### src/assert_macros.svh
// Assertion macros used by the estimator core.
`ifndef ASSERT_MACROS_SVH
`define ASSERT_MACROS_SVH

// Same-cycle implication, sampled on clock, off during reset.
`define ASSERT_IMPLIES(lbl, cond, prop) \
   lbl: assert property (@(posedge clock) disable iff (reset) (cond) |-> (prop)) \
      else $error("same-cycle implication violated");

// Next-cycle implication, sampled on clock, off during reset.
`define ASSERT_NEXT(lbl, cond, prop) \
   lbl: assert property (@(posedge clock) disable iff (reset) (cond) |=> (prop)) \
      else $error("next-cycle implication violated");

`endif

### src/eps_pkg.sv
// Package: widths, register map, reset values and config struct of the estimator.
`default_nettype none

package eps_pkg;

   // averaging depth
   localparam int AVG_TAPS   = 3;
   localparam int HIST_IDX_W = (AVG_TAPS > 1) ? $clog2(AVG_TAPS) : 1;

   localparam int POS_W   = 32;
   localparam int CNT_W   = 16;
   localparam int STEP_W  = 17;
   localparam int TICK_W  = 16;
   localparam int SCALE_W = 24;
   localparam int DELTA_W = POS_W + 1;
   localparam int SUM_W   = DELTA_W + ((AVG_TAPS > 1) ? $clog2(AVG_TAPS) : 0);

   localparam int ANGLE_W      = 48;
   localparam int SPEED_W      = 50;
   localparam int ANG_MUL_W    = POS_W + SCALE_W + 1;
   localparam int ANG_NEG_W    = ANG_MUL_W + 1;
   localparam int SPD_MUL_W    = SUM_W + SCALE_W + 1;
   localparam int SPD_NEG_W    = SPD_MUL_W + 1;

   // command codes of the cmd field
   localparam logic CMD_OVERFLOW = 1'b0;
   localparam logic CMD_TICK     = 1'b1;

   // register file
   localparam int CSR_ADDR_W = 5;
   localparam int CSR_DATA_W = 32;
   localparam int REG_IDX_W  = 3;

   localparam logic [REG_IDX_W-1:0] REG_OVERFLOW_STEP = 3'd0;
   localparam logic [REG_IDX_W-1:0] REG_DECIM_TICKS   = 3'd1;
   localparam logic [REG_IDX_W-1:0] REG_ANGLE_SCALE   = 3'd2;
   localparam logic [REG_IDX_W-1:0] REG_SPEED_SCALE   = 3'd3;
   localparam logic [REG_IDX_W-1:0] REG_INVERT        = 3'd4;

   localparam logic [STEP_W-1:0]  RST_OVERFLOW_STEP = 17'd1000;
   localparam logic [TICK_W-1:0]  RST_DECIM_TICKS   = 16'd300;
   localparam logic [SCALE_W-1:0] RST_ANGLE_SCALE   = 24'd23593;
   localparam logic [SCALE_W-1:0] RST_SPEED_SCALE   = 24'd13120;
   localparam logic               RST_INVERT        = 1'b0;

   typedef struct packed {
      logic [STEP_W-1:0]  overflow_step;
      logic [TICK_W-1:0]  decim_ticks;
      logic [SCALE_W-1:0] angle_scale;
      logic [SCALE_W-1:0] speed_scale;
      logic               invert;
   } cfg_type;

endpackage

`default_nettype wire

### src/eps_csr.sv
// Configuration register file with APB-style access.
`default_nettype none

module eps_csr
   import eps_pkg::*;
(
   input  wire logic                  clock,
   input  wire logic                  reset,
   input  wire logic                  psel,
   input  wire logic                  penable,
   input  wire logic                  pwrite,
   input  wire logic [CSR_ADDR_W-1:0] paddr,
   input  wire logic [CSR_DATA_W-1:0] pwdata,
   output logic      [CSR_DATA_W-1:0] prdata,
   output logic                       pready,
   output cfg_type                    cfg
);

   cfg_type                cfg_ff;
   logic                   wr_en;
   logic [REG_IDX_W-1:0]   reg_idx;

   assign reg_idx = paddr[CSR_ADDR_W-1:2];
   assign wr_en   = psel & penable & pwrite;
   assign pready  = 1'b1;
   assign cfg     = cfg_ff;

   always_ff @(posedge clock) begin
      if (reset) begin
         cfg_ff.overflow_step <= RST_OVERFLOW_STEP;
         cfg_ff.decim_ticks   <= RST_DECIM_TICKS;
         cfg_ff.angle_scale   <= RST_ANGLE_SCALE;
         cfg_ff.speed_scale   <= RST_SPEED_SCALE;
         cfg_ff.invert        <= RST_INVERT;
      end else if (wr_en) begin
         unique case (reg_idx)
            REG_OVERFLOW_STEP: cfg_ff.overflow_step <= pwdata[STEP_W-1:0];
            REG_DECIM_TICKS:   cfg_ff.decim_ticks   <= pwdata[TICK_W-1:0];
            REG_ANGLE_SCALE:   cfg_ff.angle_scale   <= pwdata[SCALE_W-1:0];
            REG_SPEED_SCALE:   cfg_ff.speed_scale   <= pwdata[SCALE_W-1:0];
            REG_INVERT:        cfg_ff.invert        <= pwdata[0];
            default: ;  // unmapped, ignored
         endcase
      end
   end

   always_comb begin
      unique case (reg_idx)
         REG_OVERFLOW_STEP: prdata = CSR_DATA_W'(cfg_ff.overflow_step);
         REG_DECIM_TICKS:   prdata = CSR_DATA_W'(cfg_ff.decim_ticks);
         REG_ANGLE_SCALE:   prdata = CSR_DATA_W'(cfg_ff.angle_scale);
         REG_SPEED_SCALE:   prdata = CSR_DATA_W'(cfg_ff.speed_scale);
         REG_INVERT:        prdata = CSR_DATA_W'(cfg_ff.invert);
         default:           prdata = '0;
      endcase
   end

endmodule

`default_nettype wire

### config.mk
export PLATFORM = sky130hd
export DESIGN_NAME = eps_csr
export DESIGN_NICKNAME = d
export VERILOG_FILES = /design/src/assert_macros.svh /design/src/eps_pkg.sv /design/src/eps_csr.sv
export SDC_FILE = /design/constraint.sdc
export NUM_CORES = 1
export LEC_CHECK = 0
export BUFFER_PORTS_ARGS = -buffer_cell sky130_fd_sc_hd__buf_4
export CORE_UTILIZATION = 32
export CTS_CLUSTER_DIAMETER = 150
export DETAILED_ROUTE_END_ITERATION = 8
export HOLD_SLACK_MARGIN = 0.06
export PLACE_DENSITY = 0.56
export REMOVE_ABC_BUFFERS = 1
export SYNTH_ARGS = -nofsm -noshare
export SYNTH_HDL_FRONTEND = slang
export SYNTH_SLANG_ARGS = --single-unit
### constraint.sdc
create_clock -name clock -period 2.6 [get_ports clock]
set_clock_uncertainty 0.2 [all_clocks]
set_input_delay 0.65 -clock clock [delete_from_list [all_inputs] [get_ports clock]]
set_output_delay 0.65 -clock clock [all_outputs]
set_load 0.02 [all_outputs]
==> flow_summary_export.csv <==
group,metric,value,unit
routing,via_per_inst,4.652,
hold_path,hp-class,"flop to flop",
sta,final_hold_viol_count,0,
finish,antenna_cells,0,
floorplanning,fp.dieH,116.5,um
global_routing,grt_pass1_wl,16.84,mm
yosys,netlist_instances,411,
yosys,synthArstFlopShare,0,%
place,place.gp.congestion,0.7344,
routing,drt-initial-drc-count,180,
finish,nets,585,
sta,rsz0062_at_grt,"false",
cts,root_buffer,"clkbuf_16",
power_and_ir_drop,p_int,2152,uW
routing,ant_nets,0,
setup_path,path_class,"input port to output pin",
global_routing,grt_pass1_vias,3103,
floorplanning,core_area,0.01272,mm^2
power_and_ir_drop,clockPowerShare,43.3,%
finish,drive_gt1_share,37.84,%
yosys,yosys_warnings,0,
routing,drc_errors,0,
cts,cts_buffers,9,
finish,largest_register_ffs,82,
floorplanning,num_io_pins,157,
yosys,ys_ff_latch,82,
sta,setup-violations-final,0,
sta,setup_tns,0,ps
routing,wire_per_inst,15.80,um
routing,drt-total-wl,11.36,mm
sta,drv_slew,0,
global_routing,grt_max_degree,118,
yosys,synth-edff-count,0,
cts,cts_sinks,82,
cts,htree_levels,3,
cts,cts_tree,"yes",
cts,clock_latency,330,ps
power_and_ir_drop,power_density,493.4,mW/mm^2
setup_path,crit_path_end_kind,"output pin",
yosys,synthTopCellsByArea,"dfxtp_1, mux2i_1, nand2b_1, mux4_2, nor2b_1",
global_routing,antenna_found_initial,0,
routing,firstDrtPassIters,4,
setup_path,worstPathMaxFanout,9,
power_and_ir_drop,comb_power_share,11.0,%
run,maxCapViolations,0,
power_and_ir_drop,switching_share,22.96,%
floorplanning,floorplan.initialDensity,32.98,%
yosys,syn_avg_cell_area,10.21,um^2
power_and_ir_drop,peakVddDrop,0.0002379,V
floorplanning,fp.dieW,116.5,um
floorplanning,die_area,0.01357,mm^2
yosys,yosysSeqAreaShare,39.13,%
cts,clk_pin_slew,60,ps
sta,fmax,398.2,MHz
yosys,netlist_area,0.004195,mm^2
setup_path,arrival,1660,ps
finish,final_cell_mix,"buf_4, dfxtp_1, mux2i_1",
place,dp_hpwl,7.939,mm
yosys,ys.flop_type,"dfxtp_1",
setup_path,required,1750,ps
global_routing,grt.total_usage,16.72,%
finish,fillers,1294,
finish,syn_to_final_growth,34.95,%
place,portBuffers,137,
floorplanning,num_rows,41,
yosys,ys_types,36,
sta,fin_crit_sh,96.58,%
global_routing,overflow,0,
status,run_status,"complete, no violations",
routing,vias,3345,
sta,hold_slack,293.6,ps
sta,layout_min_cycle_time,2511,ps
power_and_ir_drop,p_leak,0.002563,uW
yosys,yosysTopAreaCell,"dfxtp_1",
cts,clock_path_buffers,2,
yosys,synth_top_area_share,39.13,%
finish,final_common_cell,"buf_4",
cts,cts_hold_buffers,0,
setup_path,startpoint_type,"input port",
power_and_ir_drop,pwr-share-seq,45.6,%
power_and_ir_drop,switchingPower,641.3,uW
-- metrics by stage --
| step | setup slack (ps) | utilization, % | std cells | cell area, um^2 | total power, uW |
|---|---|---|---|---|---|
| after floorplan | 445.5 | - | 375 | 3928 | 1441 |
| after global placement | -104.7 | 42.12 | 704 | 5359 | 1609 |
| after detailed placement | -107.8 | 42.12 | 704 | 5359 | 1612 |
| after CTS | 38.14 | 44.46 | 719 | 5657 | 2833 |
| after global routing | 37.66 | 44.50 | 719 | 5662 | 2916 |
| final | 88.89 | 44.50 | 719 | 5662 | 2793 |
-- routing by layer --
metal  track usage, %  part of all wire (%)  up-vias
met5                0                     0        -
li1                 -                     -     1648
met2            26.31                    46       87
met1            22.86                    48     1603
met4            4.872                  0.85        0
met3            3.736                   5.0        7
-- repair_timing --
item | 4_1_cts | 5_1_grt
setup endpoints to repair | 23 | 1
setup buffers | 0 | 0
endpoints found under the hold margin | 0 | 0
pin swaps | 0 | 0
gates resized for setup | 2 | 1
-- power by group through the flow --
stage	combinational [uW]	clock, uW	sequential, uW
floorplan	130	0	1310
global placement	308	0	1300
detailed placement	311	0	1300
CTS	313	1250	1270
global route	334	1310	1270
finish	309	1210	1270
-- final cells by class --
class,instances,area (um^2),area share [%]
flip-flops and latches,82,1642,28.99
repair buffers,157,1229,21.70
clock buffers,13,280.3,4.950
clock inverters,2,10.01,0.1768
well taps,172,215.2,3.801
multi-input cells,293,2286,40.38
-- synth_stat cells (2+ instances only) --
cell type and n:
a22oi_1 2, conb_1 2, nor2b_1 31, mux2_2 2, nand3b_1 2, and3_1 2
o21ai_2 10, buf_4 13, buf_2 4, nor2_1 41, o21ai_0 23, mux4_2 15
clkbuf_1 16, dfxtp_1 82, nand2b_1 67, mux2i_1 71, buf_6 9
-- path summary, 6_finish.rpt --
path                               start         to  slack (ps)  cells after the start
worst max register to register   cfg[72]    cfg[72]        1570                      2
worst min-delay path             cfg[63]    cfg[63]         290                      2
worst min register to register   cfg[63]    cfg[63]         290                      2
worst max-delay path            paddr[2]  prdata[2]          90                      4
-- critical path, stage by stage --
cell and delay, ps:
buf_4 200, mux4_2 510, nor2b_1 150, buf_4 150
-- cells by family (layout without fill, tap and decap cells) --
logic type      count (synthesis)  after routing  synth area share [%]
simple gates                  156            156                 22.13
mux                            88             88                 25.53
flops                          82             82                 39.13
buf+inv                        43            172                 7.009
compound gates                 40             40                 6.024
other cells                     2              9                0.1790
Power figures use the tool's default switching activity.
